**src/rtl/prd_pkg.sv**
```systemverilog
// Shared types and constants for the digipeater path rewriter.
// Used by prd_ctrl, prd_dp and the top level; depends on nothing.
package prd_pkg;

  localparam int CALL_W  = 48;
  localparam int SSID_W  = 4;
  localparam int ENTRY_W = CALL_W + SSID_W + 1;
  localparam int CFG_W   = 48;
  localparam int CFG_IW  = 3;

  localparam logic KIND_SRC = 1'b0;
  localparam logic KIND_HOP = 1'b1;

  typedef enum logic [2:0] {
    V_REPEAT   = 3'd0,
    V_OWN_PKT  = 3'd1,
    V_ALREADY  = 3'd2,
    V_NO_MATCH = 3'd3,
    V_USED_UP  = 3'd4,
    V_FULL     = 3'd5
  } verdict_t;

  typedef enum logic [1:0] {
    M_NONE = 2'd0,
    M_MARK = 2'd1,
    M_DEC  = 2'd2,
    M_INS  = 2'd3
  } mode_t;

  typedef enum logic [CFG_IW-1:0] {
    R_STN_CALL  = 3'd0,
    R_OWN_SSID  = 3'd1,
    R_A_CALL    = 3'd2,
    R_A_HOPS    = 3'd3,
    R_A_TRACED  = 3'd4,
    R_B_CALL    = 3'd5,
    R_B_HOPS    = 3'd6,
    R_B_TRACED  = 3'd7
  } reg_idx_t;

  typedef struct packed {
    logic [CALL_W-1:0] stn_call;
    logic [SSID_W-1:0] own_ssid;
    logic [CALL_W-1:0] a_call;
    logic [2:0]        a_hops;
    logic              a_traced;
    logic [CALL_W-1:0] b_call;
    logic [2:0]        b_hops;
    logic              b_traced;
  } cfg_t;

  typedef struct packed {
    logic accept;
    logic decide;
    logic read;
    logic advance;
    logic clear;
  } dp_cmd_t;

  typedef struct packed {
    logic path_empty;
    logic final_item;
  } dp_sts_t;

endpackage

```
**src/rtl/packet_radio_path_digipeater_unit.sv**
```systemverilog
// Top level of the digipeater path rewriter: ports, configuration registers, wiring.
// Depends on prd_pkg, prd_ctrl and prd_dp.
//
//   channel  dir  handshake            payload
//   in_      in   in_tvalid/in_tready  tdata call,ssid,rep; tuser kind; tlast last
//   out_     out  out_tvalid/out_tready tdata verdict,call,ssid,rep; tuser entry_valid
//   cfg_     in   cfg_we               cfg_index, cfg_data
//
// Address items are taken one per cycle while the block is in its input phase.
// After a last item the block forms the verdict, then walks the results, each one
// a path memory read and then a show that waits for out_tready; an empty path
// gives one result, shown without a memory read.
// No input is taken from the last item until the final result is taken.
// Reset is synchronous; it clears the packet state and the configuration registers.
module packet_radio_path_digipeater_unit #(
  parameter int MAX_PATH   = 8,
  parameter int CALL_CHARS = 6
) (
  input  logic                         clk,
  input  logic                         rst_n,
  input  logic                         in_tvalid,
  output logic                         in_tready,
  input  logic [55:0]                  in_tdata,   // callsign[47:0], ssid, repeated, zero pad
  input  logic                         in_tuser,   // kind
  input  logic                         in_tlast,
  output logic                         out_tvalid,
  input  logic                         out_tready,
  output logic [55:0]                  out_tdata,  // verdict, callsign, ssid, repeated
  output logic                         out_tuser,  // entry_valid
  output logic                         out_tlast,
  input  logic                         cfg_we,
  input  logic [prd_pkg::CFG_IW-1:0]   cfg_index,
  input  logic [prd_pkg::CFG_W-1:0]    cfg_data
);

  prd_pkg::cfg_t    cfg_r;
  prd_pkg::dp_cmd_t cmd;
  prd_pkg::dp_sts_t sts;

  logic [2:0]                 o_verdict;
  logic [prd_pkg::CALL_W-1:0] o_call;
  logic [prd_pkg::SSID_W-1:0] o_ssid;
  logic                       o_rep;

  always_ff @(posedge clk) begin
    if (!rst_n) begin
      cfg_r <= '0;
    end else if (cfg_we) begin
      unique case (prd_pkg::reg_idx_t'(cfg_index))
        prd_pkg::R_STN_CALL: cfg_r.stn_call <= cfg_data;
        prd_pkg::R_OWN_SSID: cfg_r.own_ssid <= cfg_data[prd_pkg::SSID_W-1:0];
        prd_pkg::R_A_CALL:   cfg_r.a_call   <= cfg_data;
        prd_pkg::R_A_HOPS:   cfg_r.a_hops   <= cfg_data[2:0];
        prd_pkg::R_A_TRACED: cfg_r.a_traced <= cfg_data[0];
        prd_pkg::R_B_CALL:   cfg_r.b_call   <= cfg_data;
        prd_pkg::R_B_HOPS:   cfg_r.b_hops   <= cfg_data[2:0];
        prd_pkg::R_B_TRACED: cfg_r.b_traced <= cfg_data[0];
        default: begin
        end
      endcase
    end
  end

  prd_ctrl u_ctrl (
    .clk        (clk),
    .rst_n      (rst_n),
    .in_tvalid  (in_tvalid),
    .in_tlast   (in_tlast),
    .in_tready  (in_tready),
    .out_tvalid (out_tvalid),
    .out_tready (out_tready),
    .cmd        (cmd),
    .sts        (sts)
  );

  prd_dp #(
    .MAX_PATH   (MAX_PATH),
    .CALL_CHARS (CALL_CHARS)
  ) u_dp (
    .clk           (clk),
    .rst_n         (rst_n),
    .cmd           (cmd),
    .sts           (sts),
    .cfg           (cfg_r),
    .in_kind       (in_tuser),
    .in_call       (in_tdata[47:0]),
    .in_ssid       (in_tdata[51:48]),
    .in_rep        (in_tdata[52]),
    .o_verdict     (o_verdict),
    .o_entry_valid (out_tuser),
    .o_call        (o_call),
    .o_ssid        (o_ssid),
    .o_rep         (o_rep),
    .o_last        (out_tlast)
  );

  assign out_tdata = {o_rep, o_ssid, o_call, o_verdict};

endmodule

```
**src/rtl/prd_ctrl.sv**
```systemverilog
// Controller for the digipeater path rewriter: input phase, verdict, result walk.
// Depends on prd_pkg; drives prd_dp through command and status structs.
module prd_ctrl (
  input  logic             clk,
  input  logic             rst_n,
  input  logic             in_tvalid,
  input  logic             in_tlast,
  output logic             in_tready,
  output logic             out_tvalid,
  input  logic             out_tready,
  output prd_pkg::dp_cmd_t cmd,
  input  prd_pkg::dp_sts_t sts
);

  typedef enum logic [3:0] {
    S_IDLE   = 4'b0001,
    S_DECIDE = 4'b0010,
    S_READ   = 4'b0100,
    S_SHOW   = 4'b1000
  } state_t;

  state_t state_r, state_nxt;

  always_comb begin
    state_nxt   = state_r;
    cmd         = '0;
    in_tready   = 1'b0;
    out_tvalid  = 1'b0;
    unique case (state_r)
      S_IDLE: begin
        in_tready  = 1'b1;
        cmd.accept = in_tvalid;
        if (in_tvalid && in_tlast) begin
          state_nxt = S_DECIDE;
        end
      end
      S_DECIDE: begin
        cmd.decide = 1'b1;
        state_nxt  = sts.path_empty ? S_SHOW : S_READ;
      end
      S_READ: begin
        cmd.read  = 1'b1;
        state_nxt = S_SHOW;
      end
      S_SHOW: begin
        out_tvalid = 1'b1;
        if (out_tready) begin
          if (sts.final_item) begin
            cmd.clear = 1'b1;
            state_nxt = S_IDLE;
          end else begin
            cmd.advance = 1'b1;
            state_nxt   = S_READ;
          end
        end
      end
      default: begin
        state_nxt = S_IDLE;
      end
    endcase
  end

  always_ff @(posedge clk) begin
    if (!rst_n) begin
      state_r <= S_IDLE;
    end else begin
      state_r <= state_nxt;
    end
  end

  a_no_overlap: assert property (@(posedge clk) disable iff (!rst_n)
    !(in_tready && out_tvalid))
    else $error("input and output phases overlap");

  a_final_to_idle: assert property (@(posedge clk) disable iff (!rst_n)
    out_tvalid && out_tready && sts.final_item |=> in_tready)
    else $error("final result not followed by input phase");

  a_decide_next: assert property (@(posedge clk) disable iff (!rst_n)
    cmd.decide |=> (state_r == S_READ || state_r == S_SHOW))
    else $error("verdict not followed by result walk");

endmodule

```
**src/rtl/prd_dp.sv**
```systemverilog
// Datapath for the digipeater path rewriter: path memory, matching, verdict, rewrite.
// Depends on prd_pkg; commanded by prd_ctrl.
module prd_dp #(
  parameter int MAX_PATH   = 8,
  parameter int CALL_CHARS = 6
) (
  input  logic                        clk,
  input  logic                        rst_n,
  input  prd_pkg::dp_cmd_t            cmd,
  output prd_pkg::dp_sts_t            sts,
  input  prd_pkg::cfg_t               cfg,
  input  logic                        in_kind,
  input  logic [prd_pkg::CALL_W-1:0]  in_call,
  input  logic [prd_pkg::SSID_W-1:0]  in_ssid,
  input  logic                        in_rep,
  output logic [2:0]                  o_verdict,
  output logic                        o_entry_valid,
  output logic [prd_pkg::CALL_W-1:0]  o_call,
  output logic [prd_pkg::SSID_W-1:0]  o_ssid,
  output logic                        o_rep,
  output logic                        o_last
);

  localparam int CW    = $clog2(MAX_PATH + 1);
  localparam int IW    = $clog2(MAX_PATH);
  localparam int BYTES = (CALL_CHARS < 6) ? CALL_CHARS : 6;
  localparam logic [CW-1:0] MAX_C = CW'(MAX_PATH);
  localparam logic [CW-1:0] ONE_C = CW'(1);

  function automatic logic [prd_pkg::CALL_W-1:0] fold(input logic [prd_pkg::CALL_W-1:0] c);
    logic [prd_pkg::CALL_W-1:0] r;
    logic [7:0] b;
    r = '0;
    for (int k = 0; k < 6; k++) begin
      b = c[8*k +: 8];
      if (b >= 8'h61 && b <= 8'h7a) begin
        b = b - 8'h20;
      end
      if (k < BYTES) begin
        r[8*k +: 8] = b;
      end
    end
    return r;
  endfunction

  logic [prd_pkg::ENTRY_W-1:0] mem [MAX_PATH];
  logic [prd_pkg::ENTRY_W-1:0] rd_r;

  logic [CW-1:0] cnt_r, total_r, k_r;
  logic          src_own_r, own_found_r, own_rep_r, alias_found_r, alias_which_r;
  logic [IW-1:0] own_pos_r, alias_pos_r, tgt_r;
  logic [prd_pkg::SSID_W-1:0] alias_ssid_r;
  prd_pkg::verdict_t verdict_r, verdict_nxt;
  prd_pkg::mode_t    mode_r, mode_nxt;
  logic [IW-1:0]     tgt_nxt;
  logic [CW-1:0]     total_nxt;

  logic [prd_pkg::CALL_W-1:0] in_fold;
  logic own_m, hit_a, hit_b, room, traced;
  logic [CW-1:0] rd_addr;

  assign in_fold = fold(in_call);
  assign own_m   = (in_fold == fold(cfg.stn_call)) && (in_ssid == cfg.own_ssid);
  assign hit_a   = (cfg.a_call != '0) && (in_fold == fold(cfg.a_call))
                   && (in_ssid <= {1'b0, cfg.a_hops});
  assign hit_b   = (cfg.b_call != '0) && (in_fold == fold(cfg.b_call))
                   && (in_ssid <= {1'b0, cfg.b_hops});
  assign room    = cnt_r < MAX_C;
  assign traced  = alias_which_r ? cfg.b_traced : cfg.a_traced;

  always_comb begin
    verdict_nxt = prd_pkg::V_REPEAT;
    mode_nxt    = prd_pkg::M_NONE;
    tgt_nxt     = alias_pos_r;
    total_nxt   = cnt_r;
    priority if (src_own_r) begin
      verdict_nxt = prd_pkg::V_OWN_PKT;
    end else if (own_found_r) begin
      tgt_nxt = own_pos_r;
      if (own_rep_r) begin
        verdict_nxt = prd_pkg::V_ALREADY;
      end else begin
        mode_nxt = prd_pkg::M_MARK;
      end
    end else if (!alias_found_r) begin
      verdict_nxt = prd_pkg::V_NO_MATCH;
    end else if (alias_ssid_r == '0) begin
      verdict_nxt = prd_pkg::V_USED_UP;
    end else if (!traced) begin
      mode_nxt = prd_pkg::M_DEC;
    end else if (!room) begin
      verdict_nxt = prd_pkg::V_FULL;
    end else begin
      mode_nxt  = prd_pkg::M_INS;
      total_nxt = cnt_r + ONE_C;
    end
  end

  always_ff @(posedge clk) begin
    if (!rst_n) begin
      cnt_r         <= '0;
      src_own_r     <= 1'b0;
      own_found_r   <= 1'b0;
      alias_found_r <= 1'b0;
      alias_which_r <= 1'b0;
      total_r       <= '0;
      k_r           <= '0;
      mode_r        <= prd_pkg::M_NONE;
      verdict_r     <= prd_pkg::V_REPEAT;
    end else begin
      if (cmd.clear || (cmd.accept && in_kind == prd_pkg::KIND_SRC)) begin
        cnt_r         <= '0;
        src_own_r     <= cmd.accept && own_m;
        own_found_r   <= 1'b0;
        alias_found_r <= 1'b0;
        alias_which_r <= 1'b0;
      end else if (cmd.accept && room) begin
        cnt_r <= cnt_r + ONE_C;
        if (!own_found_r && own_m) begin
          own_found_r <= 1'b1;
          own_pos_r   <= cnt_r[IW-1:0];
          own_rep_r   <= in_rep;
        end
        if (!in_rep && !alias_found_r && (hit_a || hit_b)) begin
          alias_found_r <= 1'b1;
          alias_pos_r   <= cnt_r[IW-1:0];
          alias_which_r <= !hit_a;
          alias_ssid_r  <= in_ssid;
        end
      end
      if (cmd.decide) begin
        verdict_r <= verdict_nxt;
        mode_r    <= mode_nxt;
        tgt_r     <= tgt_nxt;
        total_r   <= total_nxt;
        k_r       <= '0;
      end else if (cmd.advance) begin
        k_r <= k_r + ONE_C;
      end
    end
  end

  assign rd_addr = (mode_r == prd_pkg::M_INS && k_r > CW'(tgt_r)) ? k_r - ONE_C : k_r;

  always_ff @(posedge clk) begin
    if (cmd.accept && in_kind == prd_pkg::KIND_HOP && room) begin
      mem[cnt_r[IW-1:0]] <= {in_call, in_ssid, in_rep};
    end
    if (cmd.read) begin
      rd_r <= mem[rd_addr[IW-1:0]];
    end
  end

  logic [prd_pkg::CALL_W-1:0] e_call;
  logic [prd_pkg::SSID_W-1:0] e_ssid, dec_ssid;
  logic e_rep, at_tgt, at_next;

  assign e_call   = rd_r[prd_pkg::ENTRY_W-1 -: prd_pkg::CALL_W];
  assign e_ssid   = rd_r[prd_pkg::SSID_W:1];
  assign e_rep    = rd_r[0];
  assign dec_ssid = e_ssid - prd_pkg::SSID_W'(1);
  assign at_tgt   = k_r == CW'(tgt_r);
  assign at_next  = k_r == CW'(tgt_r) + ONE_C;

  always_comb begin
    o_verdict     = verdict_r;
    o_entry_valid = 1'b1;
    o_call        = e_call;
    o_ssid        = e_ssid;
    o_rep         = e_rep;
    if (total_r == '0) begin
      o_entry_valid = 1'b0;
      o_call        = '0;
      o_ssid        = '0;
      o_rep         = 1'b0;
    end else begin
      unique case (mode_r)
        prd_pkg::M_MARK: begin
          if (at_tgt) begin
            o_rep = 1'b1;
          end
        end
        prd_pkg::M_DEC: begin
          if (at_tgt) begin
            o_ssid = dec_ssid;
            o_rep  = e_rep | (dec_ssid == '0);
          end
        end
        prd_pkg::M_INS: begin
          if (at_tgt) begin
            o_call = cfg.stn_call;
            o_ssid = cfg.own_ssid;
            o_rep  = 1'b1;
          end else if (at_next) begin
            o_ssid = dec_ssid;
            o_rep  = e_rep | (dec_ssid == '0);
          end
        end
        default: begin
        end
      endcase
    end
  end

  assign sts.final_item = (total_r == '0) || (k_r + ONE_C == total_r);
  assign sts.path_empty = (total_nxt == '0);
  assign o_last         = sts.final_item;

endmodule
```
**config.mk**
```make
export PLATFORM = sky130hd
export DESIGN_NAME = packet_radio_path_digipeater_unit
export DESIGN_NICKNAME = d
export VERILOG_FILES = /design/src/rtl/prd_pkg.sv /design/src/rtl/packet_radio_path_digipeater_unit.sv /design/src/rtl/prd_ctrl.sv /design/src/rtl/prd_dp.sv
export SDC_FILE = /design/constraint.sdc
export NUM_CORES = 1
export LEC_CHECK = 0
export ABC_AREA = 1
export BUFFER_PORTS_ARGS = -buffer_cell sky130_fd_sc_hd__buf_2
export CAP_MARGIN = 40
export CORE_MARGIN = 5
export CORE_UTILIZATION = 39
export CTS_CLUSTER_DIAMETER = 80
export DETAILED_ROUTE_END_ITERATION = 10
export PLACE_DENSITY = 0.55
export SLEW_MARGIN = 15
export SYNTH_ARGS = -nofsm -noshare
export SYNTH_HDL_FRONTEND = slang
export SYNTH_SLANG_ARGS = --single-unit
```
**constraint.sdc**
```tcl
create_clock -name clk -period 6.2 [get_ports clk]
set_input_delay 0.62 -clock clk [delete_from_list [all_inputs] [get_ports clk]]
set_output_delay 0.62 -clock clk [all_outputs]
set_load 0.02 [all_outputs]
```
==> results.txt, run 1 <==
- The cell count after synthesis came out at 3426.
- Number of synthesis warnings: 0
- The number of global-route vias before repair is 23000.
* Wire length on met2: 43900 um
- Of the cells placed in the final design, the portion with a size suffix greater than 1 is 0.0996.
* Portion of the post-synthesis area used by sequential elements: 0.591
- The detail route stage leaves a number of antenna-violating nets equal to 0.
- Routability-driven placement finished with a final weighted congestion of 0.947.
- Along the worst path, the maximum fanout reaches 72.
- Synth Net Count: 3580
- Relative to the synthesized area, the layout overhead comes to 14.6%.
- Clk_lat worst skew: 0.62 ns
- At the pin with the least slew margin, the transition time is 0.873 ns.
* Post-Route Setup TNS: 0 ns
- The H-tree generated during clock tree synthesis spans 3 levels.
- The total overflow left after global routing is 0.
* Leakage component of the power: 13.8 nW
* Clk pin slew, worst setup/hold paths: 0.06 ns
- CTS max path bufs: 3
* Starting utilization of the core area: 0.393
- Global-route wire length before repair: 147000 um
- In the final routed layout, each cell accounts on average for 21.4 um.
- Netlist area before placement: 31100 um^2
* Clock Sinks: 672
* Number of search-and-repair iterations in the first detailed-routing pass: 6
- Detailed placement ended at an HPWL of 68100 um.
- Total Die Area: 85500 um^2
- After detailed routing, no signal wire sits above met5.
- In this run the worst hold path is classified as primary input to flip-flop.
* GR Util All Layers: 0.227
- Cell area power density: 294 nW/um^2
* Drt first-iter violations: 2293
- The routed design has 100000 um of wire.
- Final period util: 0.720
* Per-instance average area after synthesis: 9.07 um^2
- Met1 routed wirelength after detailed routing: 44600 um
- Setup repair after global routing left no endpoint under its margin.
- In this run, post-CTS repair resized a total of 0 instances.
* EDFF count, synth: 491
* Total setup violations reported at the end of the flow: 0
- Entering global routing, the biggest net connects 96 pins.
* Max-capacitance violation count: 0
- The die is 292 um wide.
- For this run, the leading register cell type out of synthesis is sky130_fd_sc_hd__edfxtp_1.
- The worst setup path is launched from a flip-flop.
* Buffers added on ports: 170
- The final-report hold violation count was 0.
- The number of clock buffers added by TritonCTS is 73.
- Headroom to the max-slew limit: 0.412
- The total count of max-transition violations in the final report was 0.
- In the routed design, unresolved DRC markers number 0.
* Number of buffers added for setup after CTS: 0
* Met3 WL: 7620 um
* Number of vias in the routed layout: 24700
- Data arrives at the worst endpoint at 3.84 ns.
* Placement row count: 103
* Status: finished clean
- Crit path capture type: output pin
- In this run, post-CTS hold repair placed 0 buffers.
- The floorplan step set the die height to 292 um.
- Clock skew on the completed layout was measured at 0.0273 ns.
* Worst VDD drop: 0.000176 V
- The total area inside the core boundary comes to 79000 um^2.
- Vias per inst: 5.29
- Data on the critical path is required at its endpoint by 5.58 ns.
- Commonest cells after routing, fill and taps aside: sky130_fd_sc_hd__nand2_1, sky130_fd_sc_hd__nor2_1, sky130_fd_sc_hd__edfxtp_1, sky130_fd_sc_hd__o21ai_0, sky130_fd_sc_hd__inv_1
- #FFs+latches synth: 672
* Post-synthesis async set-or-reset flop share: 0
- The library cell used most frequently in the layout, excluding fill and tap cells, is sky130_fd_sc_hd__nand2_1.
* Number of antenna violations at the first check in global routing: 9
* Layout net count: 3720
- 174 I/O pins were placed.
* Time the worst path needs with I/O delays and setup: 4.46 ns
- CTS placed an instance of sky130_fd_sc_hd__clkbuf_16 at the clock tree root.
- The critical path in this run is classified as flip-flop to output pin.
- Power consumption: 10.5 mW
* Top achievable clock speed: 224 MHz
- On the final layout, the worst hold slack is 0.287 ns.
* Number of unique standard cell types used by synthesis: 45
- TritonCTS built the clock tree.
Yosys cell counts, types with 7 or more instances:
| cell | n | area, um^2 |
|---|---|---|
| sky130_fd_sc_hd__o21ai_1 | 84 | 420 |
| sky130_fd_sc_hd__a21oi_1 | 188 | 941 |
| sky130_fd_sc_hd__nand4_1 | 36 | 225 |
| sky130_fd_sc_hd__nand3b_1 | 7 | 52.6 |
| sky130_fd_sc_hd__buf_4 | 19 | 143 |
| sky130_fd_sc_hd__nand3_1 | 112 | 561 |
| sky130_fd_sc_hd__nand2_1 | 633 | 2380 |
| sky130_fd_sc_hd__xnor2_1 | 37 | 324 |
| sky130_fd_sc_hd__o22ai_1 | 111 | 694 |
| sky130_fd_sc_hd__xor2_1 | 20 | 175 |
| sky130_fd_sc_hd__nor2_1 | 536 | 2010 |
| sky130_fd_sc_hd__dfxtp_1 | 181 | 3620 |
| sky130_fd_sc_hd__edfxtp_1 | 491 | 14700 |
| sky130_fd_sc_hd__nor3_1 | 28 | 140 |
| sky130_fd_sc_hd__o21ai_0 | 397 | 1990 |
| sky130_fd_sc_hd__clkbuf_1 | 81 | 304 |
| sky130_fd_sc_hd__inv_2 | 11 | 41.3 |
| sky130_fd_sc_hd__buf_2 | 39 | 195 |
| sky130_fd_sc_hd__ha_1 | 40 | 500 |
| sky130_fd_sc_hd__inv_1 | 327 | 1230 |
power breakdown:
part	switching [mW]	internal [mW]	total, mW
clock network	1.82	2.66	4.48
logic	0.654	0.265	0.919
registers	0.0708	4.99	5.06
critical path, cell delays in order (launching register included):
cell and delay, ns:
sky130_fd_sc_hd__dfxtp_1 0.58, sky130_fd_sc_hd__ha_1 0.32, sky130_fd_sc_hd__nand2_2 0.08, sky130_fd_sc_hd__inv_2 0.04, sky130_fd_sc_hd__nand3_4 0.10, sky130_fd_sc_hd__clkinv_1 0.28, sky130_fd_sc_hd__nand2_4 0.63, sky130_fd_sc_hd__buf_4 0.39
sky130_fd_sc_hd__o21ai_0 0.14, sky130_fd_sc_hd__a21oi_1 0.36, sky130_fd_sc_hd__buf_2 0.24
cell families (layout without fill, tap and decap cells):
kind of cell / after synthesis / in the layout / share of synthesized area
adders and majority gates: 40 / 40 / 0.0161
AOI/OAI and AO/OA: 800 / 800 / 0.135
buffers and inverters: 486 / 685 / 0.0633
DFF: 672 / 672 / 0.591
xor gates and xnor gates: 58 / 58 / 0.0166
and+or+nand+nor: 1367 / 1367 / 0.177
muxes: 3 / 3 / 0.00109
other: 0 / 2 / 0
through the flow:
step	area, um^2	utilization	cells	setup slack, ns
after global routing	35600	0.451	4677	1.52
after global placement	32900	0.416	4527	2.39
after floorplan	31100	-	3426	0.881
final	35600	0.451	4677	1.74
after detailed placement	33200	0.420	4541	2.40
after CTS	35600	0.451	4675	1.74
cell type report:
type | instances | area (um^2)
diodes | 2 | 5.00
clock buffers | 96 | 2040
clock inverters | 38 | 423
fillers | 7568 | 43400
inverters | 340 | 1280
multi-input cells | 2268 | 10800
flip-flops and latches | 672 | 18400
well taps | 1050 | 1310
repair buffers | 211 | 1360
path summary, 6_finish.rpt:
path,start,end,slack [ns],depth (start not counted)
max,u_dp.k_r[2],out_tdata[39],1.74,10
max reg2reg,u_dp.k_r[2],u_dp.rd_r[10],2.52,15
min,cfg_data[20],cfg_r[24],0.29,3
min reg2reg,cfg_r[54],cfg_r[54],0.46,2
per-layer routing:
| metal | vias up | track usage |
|---|---|---|
| met5 | - | 0 |
| li1 | 11900 | - |
| met2 | 889 | 0.349 |
| met3 | 181 | 0.0315 |
| met1 | 11800 | 0.327 |
| met4 | 2 | 0.0906 |
registers in the layout, summed over array words and instances, names as in the netlist:
name / count
u_dp.k_r: 4
u_dp.cnt_r: 4
u_dp.o_verdict: 3
u_dp.mem: 424
u_ctrl.state_r: 4
u_dp.rd_r: 53
u_dp.own_rep_r: 1
u_dp.tgt_r: 3
u_dp.src_own_r: 1
u_dp.alias_ssid_r: 4
u_dp.alias_pos_r: 3
cfg_r: 156
u_dp.total_r: 4
u_dp.mode_r: 2
u_dp.own_found_r: 1
u_dp.alias_found_r: 1
u_dp.own_pos_r: 3
u_dp.alias_which_r: 1
Note: power is estimated with default switching activity, not from simulation.
==> inputs of run 2 (changes only) <==
--- a/config.mk
+++ b/config.mk
@@ -5,14 +5,14 @@
 export SDC_FILE = /design/constraint.sdc
 export NUM_CORES = 1
 export LEC_CHECK = 0
-export ABC_AREA = 1
+export ABC_AREA = 0
 export BUFFER_PORTS_ARGS = -buffer_cell sky130_fd_sc_hd__buf_2
 export CAP_MARGIN = 40
 export CORE_MARGIN = 5
 export CORE_UTILIZATION = 39
 export CTS_CLUSTER_DIAMETER = 80
 export DETAILED_ROUTE_END_ITERATION = 10
-export PLACE_DENSITY = 0.55
+export PLACE_DENSITY = 0.57
 export SLEW_MARGIN = 15
 export SYNTH_ARGS = -nofsm -noshare
 export SYNTH_HDL_FRONTEND = slang
==> constraint.sdc (replaced) <==
create_clock -name clk -period 4 [get_ports clk]
set_input_delay 0.4 -clock clk [delete_from_list [all_inputs] [get_ports clk]]
set_output_delay 0.4 -clock clk [all_outputs]
set_load 0.02 [all_outputs]
==> run 2 against run 1 <==
Against the previous run:
- non-clock buffer count grew 51
- routed wire length shrank 7.2%
- via count shrank 18%
- critical endpoint is now out_tdata[47]
- highest routed layer is now met4
==> results.txt, run 2 <==
- Status: finished clean (unchanged).
* GR Util All Layers: 0.221 (was 0.227)
* Most used standard cell by instance count after synthesis: sky130_fd_sc_hd__edfxtp_1 (was sky130_fd_sc_hd__nand2_1)
* Synth Net Count: 2504 (was 3580)
- Reg-to-Reg Start: cfg_r[38] (was u_dp.k_r[2])
- Buffers added on ports: 170 (unchanged)
* Critical Path Source Type: flip-flop (unchanged)
- Setup repair after global routing missed its margin: false (unchanged).
* Commonest cells post-synth: sky130_fd_sc_hd__edfxtp_1, sky130_fd_sc_hd__nand2_1, sky130_fd_sc_hd__dfxtp_1 (was sky130_fd_sc_hd__nand2_1, sky130_fd_sc_hd__nor2_1, sky130_fd_sc_hd__edfxtp_1)
- Vias per inst: 5.54 (was 5.29)
- The fraction of the yosys area taken by sequential cells was 0.608 (was 0.591).
* Internal: 11.8 mW (was 7.92 mW)
- The half-perimeter wire length after detailed placement is 66200 um (was 68100 um).
- The clock sink count is 672 (unchanged).
- Cell at the root of the clock tree: sky130_fd_sc_hd__clkbuf_16 (unchanged)
- The worst clock skew was 0.0303 ns (was 0.0273 ns).
- Worst hold margin: 0.0452 ns (was 0.287 ns)
* Slew at the pin with the worst max-slew slack: 0.874 ns (was 0.873 ns)
- Crit path capture type: output pin (unchanged)
- The number of top-level pins came to 174 (unchanged).
- Derived from the worst setup path, the maximum achievable clock frequency is 263 MHz.
* Headroom to the max-slew limit: 0.412 (about the same)
- The insertion delay to the later sink of the worst-skew pair came to 0.63 ns (was 0.62 ns).
* Via count of the first global-routing pass: 20000 (was 23000)
- The number of unique standard cell types used by synthesis came to 70 (was 45).
* Per-instance average area after synthesis: 12.9 um^2 (was 9.07 um^2)
- Hold Fails Final Rpt: 0 (unchanged)
- Worst VDD drop: 0.000251 V (was 0.000176 V)
- Number of synthesis warnings: 0 (unchanged)
* GRT overflow: 0 (unchanged)
* Layout net count: 2719 (was 3720)
* Post-synthesis async set-or-reset flop share: 0 (unchanged)
* H-tree depth reported by CTS: 3 (unchanged)
- The detailed-router iteration count before antenna repair was 5 (was 6).
- GP Congestion: 0.988 (was 0.947)
- The dominant synthesized flop cell is sky130_fd_sc_hd__edfxtp_1 (unchanged).
- The total power after layout was 15.3 mW (was 10.5 mW).
- The routed wire length came to 93000 um (was 100000 um).
- The library cell with the largest summed area after synthesis was sky130_fd_sc_hd__edfxtp_1 (unchanged).
- Number of buffers added for setup after CTS: 0 (unchanged)
* Core Box Area: 77100 um^2 (was 79000 um^2)
- Commonest cells after routing, fill and taps aside: sky130_fd_sc_hd__edfxtp_1, sky130_fd_sc_hd__nand2_1, sky130_fd_sc_hd__dfxtp_1, sky130_fd_sc_hd__buf_2, sky130_fd_sc_hd__a21boi_0 (was sky130_fd_sc_hd__nand2_1, sky130_fd_sc_hd__nor2_1, sky130_fd_sc_hd__edfxtp_1, sky130_fd_sc_hd__o21ai_0, sky130_fd_sc_hd__inv_1)
- Placement row count: 102 (was 103)
* Post-detailed-route wirelength per cell: 25.3 um (was 21.4 um)
- Dpl ws: 0.367 ns (was 2.40 ns)
* Max FFs per register: 424 (unchanged)
- Time the worst path needs with I/O delays and setup: 3.81 ns
- Sequential Power Share: 0.500 (was 0.484)
- Dominant cells by area after synthesis: sky130_fd_sc_hd__edfxtp_1, sky130_fd_sc_hd__dfxtp_1, sky130_fd_sc_hd__mux4_2 (was sky130_fd_sc_hd__edfxtp_1, sky130_fd_sc_hd__dfxtp_1, sky130_fd_sc_hd__nand2_1).
* Cell area power density: 431 nW/um^2 (was 294 nW/um^2)
* Netlist area before placement: 30200 um^2 (was 31100 um^2)
- The detailed-route via count came to 20300 (was 24700).
* Path depth of the worst reg2reg path: 9 (was 15)
- Number of buffers inserted by hold repair at cts: 0 (unchanged)
* Type of the most critical hold path: primary input to flip-flop (unchanged)
* Final Worst Setup Slack: 0.191 ns (was 1.74 ns)
- The number of flops mapped to enable cells by yosys came to 491 (unchanged).
- The data required time of the critical path was 3.60 ns (was 5.58 ns).
- Total Die Area: 83100 um^2 (was 85500 um^2)
* Proportion of netlist area held by the largest area contributor: 0.488 (was 0.474)
* Post-Route Setup TNS: 0 ns (unchanged)
* Clk pin slew, worst setup/hold paths: 0.06 ns (about the same)
- Terminating pin of the worst hold path: cfg_r[67] (was cfg_r[24])
- The number of antenna violations at the first check in global routing is 7 (was 9).
- The combinational cell fraction of total power was 0.067 (was 0.088).
- The maximum clock path buffer count came to 3 (unchanged).
- The number of cells on the worst hold path came to 3 (unchanged).
- Setup slack, reg-to-reg: 0.54 ns (was 2.52 ns)
- Width of the chip: 288 um (was 292 um)
- Clock tree from TritonCTS: built (unchanged)
* Max-capacitance violation count: 0 (unchanged)
- The critical setup path kind is flip-flop to output pin (unchanged).
* Sw frac: 0.231 (was 0.243)
- Number of standard cells in the final layout excluding fillers: 3668 (was 4677)
- Count of placed standard cells including taps: 3532 (was 4541)
* Final antenna-violating net count: 0 (unchanged)
* Drt first-iter violations: 1962 (was 2293)
- Number of gates resized after CTS: 0 (unchanged)
- Leakage component of the power: 12.0 nW (was 13.8 nW)
* Pin count of the biggest net entering global routing: 77 (was 96)
- The total count of max-transition violations in the final report was 0 (unchanged).
* Clock share of power: 0.432 (was 0.428)
* Sw power: 3.53 mW (was 2.55 mW)
- Synthesized instance count: 2350 (was 3426)
- The number of clock buffers inserted by TritonCTS is 71 (was 73).
* Hold_sp: cfg_data[11] (was cfg_data[20])
- Final period util: 0.952
- Vertical die dimension: 288 um (was 292 um)
- Area growth from synthesis to final layout: 17.5% (was 14.6%)
- The biggest fanout along the worst timing path came to 34 (was 72).
- The count of final setup violators is 0 (unchanged).
- Global-route wire length before repair: 136000 um (was 147000 um)
- Starting utilization of the core area: 0.392 (was 0.393)
- Leading cell type in the layout, fill and taps excluded: sky130_fd_sc_hd__edfxtp_1 (was sky130_fd_sc_hd__nand2_1)
* Arrival time at the worst endpoint: 3.41 ns (was 3.84 ns)
* Capturing point of the worst reg2reg path: u_dp.alias_pos_r[0] (was u_dp.rd_r[10])
- Share of final-layout standard cells stronger than drive strength 1: 0.218 (was 0.0996)
- #FFs+latches synth: 672 (unchanged)
- The detailed-route DRC error count is 0 (unchanged).
run 2: cell types whose count changed after synthesis, sizes merged, moves of 37 or more:
cell    delta
xnor2     +49
mux2      +54
nor2     -487
mux4     +106
nand3     -76
buf       -37
xor2      +61
o22ai     -96
nand2    -183
o21ai    -454
inv      -268
a21boi   +145
a21oi     -94
run 2: cell type report:
class	count	area (um^2)
Inverter	71	267
Sequential cell	672	18400
Multi-Input combinational cell	1487	11200
Timing Repair Buffer	262	1990
Fill cell	6969	41600
Clock inverter	41	424
Tap cell	1040	1300
Clock buffer	90	1890
Antenna cell	5	12.5
run 2: per-stage QoR:
stage          utilization  area, um^2
5_1_grt              0.460       35500
3_5_place_dp         0.430       33200
4_1_cts              0.460       35500
2_1_floorplan            -       30200
6_report             0.460       35500
3_3_place_gp         0.428       33000
run 2: power groups by stage:
stage / logic (mW) / clock network [mW] / registers [mW]
final: 1.03 / 6.61 / 7.65
after global routing: 1.10 / 7.01 / 7.66
after CTS: 1.03 / 6.71 / 7.65
after detailed placement: 1.02 / 0 / 7.80
after global placement: 0.997 / 0 / 7.79
after floorplan: 0.529 / 0 / 7.77
run 2: worst max-delay path by stage:
stage          depth (start not counted)  slack, ns                  end         startpoint
3_3_place_gp                          10       0.37  u_dp.alias_pos_r[0]       in_tdata[25]
2_1_floorplan                          6      -0.28       u_dp.mem[5][0]  u_ctrl.state_r[0]
4_1_cts                                7       0.16        out_tdata[47]      u_dp.tgt_r[0]
3_5_place_dp                          10       0.37  u_dp.alias_pos_r[0]        in_tdata[2]
5_1_grt                                8       0.03        out_tdata[47]      u_dp.tgt_r[2]
6_report                               8       0.19        out_tdata[47]        u_dp.k_r[2]
run 2: cell families (layout without fill, tap and decap cells):
logic type      count (synthesis)  count (layout)  share of synthesized area
buf+inv                       191             464                     0.0248
simple gates                  715             715                      0.107
mux                           179             179                      0.106
other cells                     0               5                          0
flops                         672             672                      0.608
fa+ha+maj                      40              40                     0.0166
compound gates                385             385                     0.0886
xor+xnor                      168             168                     0.0487
run 2: per-layer routing:
layer,share of wire,GRT usage,vias to the layer above
li1,-,-,9123
met1,0.44,0.315,10400
met2,0.47,0.355,702
met3,0.066,0.0333,120
met4,0.028,0.0626,0
met5,0,0,-
run 2: worst max-delay path, cell delays in order, from the launching register on:
cell and delay (ns):
sky130_fd_sc_hd__dfxtp_1 0.29, sky130_fd_sc_hd__buf_4 0.17, sky130_fd_sc_hd__ha_1 0.31, sky130_fd_sc_hd__and4b_1 0.43
sky130_fd_sc_hd__and3_2 0.67, sky130_fd_sc_hd__buf_4 0.34, sky130_fd_sc_hd__nand2_1 0.09, sky130_fd_sc_hd__a21oi_1 0.24
sky130_fd_sc_hd__buf_2 0.23
==> inputs of run 3 (changes only) <==
--- a/config.mk
+++ b/config.mk
@@ -12,8 +12,10 @@
 export CORE_UTILIZATION = 39
 export CTS_CLUSTER_DIAMETER = 80
 export DETAILED_ROUTE_END_ITERATION = 10
+export MAX_ROUTING_LAYER = met4
 export PLACE_DENSITY = 0.57
 export SLEW_MARGIN = 15
 export SYNTH_ARGS = -nofsm -noshare
 export SYNTH_HDL_FRONTEND = slang
 export SYNTH_SLANG_ARGS = --single-unit
+export TNS_END_PERCENT = 30
==> run 3 against run 2 <==
Against the previous run:
- combinational power barely moved
- count of clock-buffer cells in the layout grew 1
- global-route usage increased by 0.52 points
- via count is essentially flat
- die area did not move
- design area shrank 0.50%
- hold slack better by 0.0031 ns
- clock power down 3.0%
- routed wire length fell by 0.49%
- fmax up 3.5%
==> results.txt, run 3 (synthesized netlist as in run 2, its figures left out) <==
- The clock sink count is 672 (unchanged).
* Sw power: 3.51 mW (was 3.53 mW)
* Via count of the first global-routing pass: 19800 (was 20000)
- Number of standard cells in the final layout excluding fillers: 3663 (was 3668)
- Setup repair after global routing missed its margin: false (unchanged).
* Layout net count: 2716 (was 2719)
* Number of antenna violations at the first check in global routing: 10 (was 7)
- Reg-to-Reg Start: cfg_r[38] (unchanged)
* Worst-path fanout max: 34 (unchanged)
- The detailed-routed wire length on met2 was 43200 um (was 43800 um).
- The detailed-route DRC error count is 0 (unchanged).
- Count of placed standard cells including taps: 3529 (was 3532)
- Number of buffers added for setup after CTS: 0 (unchanged)
- Commonest cells after routing, fill and taps aside: sky130_fd_sc_hd__edfxtp_1, sky130_fd_sc_hd__nand2_1, sky130_fd_sc_hd__dfxtp_1, sky130_fd_sc_hd__buf_2, sky130_fd_sc_hd__a21boi_0 (unchanged)
* Clock tree skew after final layout: 0.0295 ns (was 0.0303 ns)
* Leading cell type in the layout, fill and taps excluded: sky130_fd_sc_hd__edfxtp_1 (unchanged)
* Top achievable clock speed: 272 MHz (was 263 MHz)
- The post-layout minimum cycle time is 3.68 ns (was 3.81 ns).
- Share of final-layout standard cells stronger than drive strength 1: 0.215 (was 0.218)
- Status: finished clean (unchanged)
* Hold Fails Final Rpt: 0 (unchanged)
* Leakage component of the power: 11.9 nW (was 12.0 nW)
* Number of filler instances in the final layout: 6953 (was 6969)
- The endpoint of the worst-slack reg-to-reg timing path was u_dp.alias_pos_r[0] (unchanged).
- The level count of the clock H-tree came to 3 (unchanged).
- The count of final setup violators is 0 (unchanged).
- Hold_sp: cfg_data[12] (was cfg_data[11])
* Arrival time at the worst endpoint: 3.28 ns (was 3.41 ns)
- The number of top-level pins is 174 (unchanged).
* Clk pin slew, worst setup/hold paths: 0.06 ns (about the same)
- The port buffer count came to 170 (unchanged).
- Final antenna-violating net count: 0 (unchanged)
- Width of the chip: 288 um (unchanged)
* Max FFs per register: 424 (unchanged)
- Final HPWL DP: 66100 um (was 66200 um)
- The mean routed wirelength per cell was 25.3 um (about the same).
* GRT overflow: 0 (unchanged)
* Cell at the root of the clock tree: sky130_fd_sc_hd__clkbuf_16 (unchanged)
- The class of the tightest hold or removal check is primary input to flip-flop (unchanged).
* Sw frac: 0.233 (was 0.231)
- The core region area was 77100 um^2 (unchanged).
- Post-Route Setup TNS: 0 ns (unchanged)
- Critical Path Source Type: flip-flop (unchanged)
- Final period util: 0.920 (was 0.952)
- Number of search-and-repair iterations in the first detailed-routing pass: 5 (unchanged)
- CTS max path bufs: 3 (unchanged)
- The sequential fraction of design power was 0.507 (was 0.500).
- The slack of the worst reg-to-reg path is 0.55 ns (was 0.54 ns).
- The flip-flop and latch area came to 18400 um^2 (unchanged).
- The routed wire length came to 92500 um (was 93000 um).
- Data required time of the critical path: 3.60 ns (about the same)
* Area growth from synthesis to final layout: 16.9% (was 17.5%)
* Area of the multi-input gates: 11200 um^2 (about the same)
- The insertion delay to the later sink of the worst-skew pair is 0.62 ns (was 0.63 ns).
- The routability congestion estimate came to 0.976 (was 0.988).
- The detailed-routing wirelength on met1 was 40900 um (was 40500 um).
- The number of cells on the worst hold path came to 3 (unchanged).
- Starting utilization of the core area: 0.392 (unchanged)
- The uppermost layer routed is met4 (unchanged).
- The power density over cell area is 427 nW/um^2 (was 431 nW/um^2).
* Number of buffers created by CTS: 71 (unchanged)
- Max-capacitance violation count: 0 (unchanged)
- Internal: 11.6 mW (was 11.8 mW)
- Critical Setup Path Class: flip-flop to output pin (unchanged)
* Vias per inst: 5.54 (about the same)
* Number of vias in the routed layout: 20300 (about the same)
* Vertical die dimension: 288 um (unchanged)
* Terminating pin of the worst hold path: cfg_r[68] (was cfg_r[67])
- The normalized max-slew margin is 0.417 (was 0.412).
- The peak ir drop on the vdd network came to 0.000257 V (was 0.000251 V).
- Drt first-iter violations: 1852 (was 1962)
- The clock network fraction of total power is 0.425 (was 0.432).
- Total Die Area: 83100 um^2 (unchanged)
* GR Util All Layers: 0.226 (was 0.221)
- The maximum number of pins on one net before global-route repair is 91 (was 77).
* Slew at the pin with the worst max-slew slack: 0.868 ns (was 0.874 ns)
- Final Slew Violations: 0 (unchanged)
- The depth of the worst register-to-register path was 9 (unchanged).
* Global-route wire length before repair: 135000 um (was 136000 um)
- The combinational cell fraction of total power was 0.068 (was 0.067).
- Met3 WL: 5640 um (was 6090 um)
- Clock tree from TritonCTS: built (unchanged)
* Placement row count: 102 (unchanged)
* Crit path capture type: output pin (unchanged)
- The total power after layout is 15.1 mW (was 15.3 mW).
[run 3: cell type report]
class / instances / area share
Antenna cell: 4 / 0.000283
Clock buffer: 91 / 0.0536
Clock inverter: 39 / 0.00971
Inverter: 71 / 0.00755
Multi-Input combinational cell: 1487 / 0.318
Sequential cell: 672 / 0.520
Tap cell: 1040 / 0.0369
Timing Repair Buffer: 259 / 0.0536
[run 3: metrics by stage]
stage	utilization	area [um^2]	setup slack, ns	hold slack, ns
2_1_floorplan	-	30200	-0.282	0.424
3_3_place_gp	0.427	32900	0.354	0.490
3_5_place_dp	0.429	33100	0.399	0.491
4_1_cts	0.458	35300	0.0929	0.0251
5_1_grt	0.458	35300	0.149	0.0608
6_report	0.458	35300	0.322	0.0483
[run 3: power groups by stage]
stage	Combinational [mW]	Clock (mW)	Sequential (mW)
after CTS	1.02	6.54	7.65
after global routing	1.09	6.82	7.66
after detailed placement	1.01	0	7.80
after floorplan	0.529	0	7.77
final	1.02	6.41	7.65
after global placement	0.987	0	7.79
[run 3: worst max path at each step]
| stage | from | end | slack (ns) | cells past startpoint |
|---|---|---|---|---|
| 2_1_floorplan | u_ctrl.state_r[0] | u_dp.mem[5][0] | -0.28 | 6 |
| 3_3_place_gp | in_tdata[25] | u_dp.alias_pos_r[1] | 0.35 | 10 |
| 3_5_place_dp | in_tdata[2] | u_dp.alias_pos_r[2] | 0.40 | 10 |
| 4_1_cts | u_dp.k_r[0] | out_tdata[47] | 0.09 | 9 |
| 5_1_grt | u_dp.k_r[0] | out_tdata[40] | 0.15 | 9 |
| 6_report | u_dp.k_r[0] | out_tdata[47] | 0.32 | 9 |
[run 3: worst max-delay path, cell delays in order (launching register included)]
cell and delay, ns:
sky130_fd_sc_hd__dfxtp_1 0.31, sky130_fd_sc_hd__buf_4 0.16, sky130_fd_sc_hd__inv_1 0.07, sky130_fd_sc_hd__ha_1 0.32
sky130_fd_sc_hd__and4b_1 0.43, sky130_fd_sc_hd__and3_4 0.50, sky130_fd_sc_hd__buf_4 0.29, sky130_fd_sc_hd__nand2_1 0.07
sky130_fd_sc_hd__a21oi_1 0.24, sky130_fd_sc_hd__buf_2 0.23
[run 3: what timing repair did]
action	in CTS	in global routing
hold endpoints to repair	0	0
endpoints found under the setup margin	0	13
hold buffers	0	0
gates resized for setup	0	1
[run 3: layer usage]
layer,vias to the layer above,track usage
li1,9123,-
met1,10300,0.315
met2,725,0.349
met3,140,0.0324
met4,0,0.0657
met5,-,-
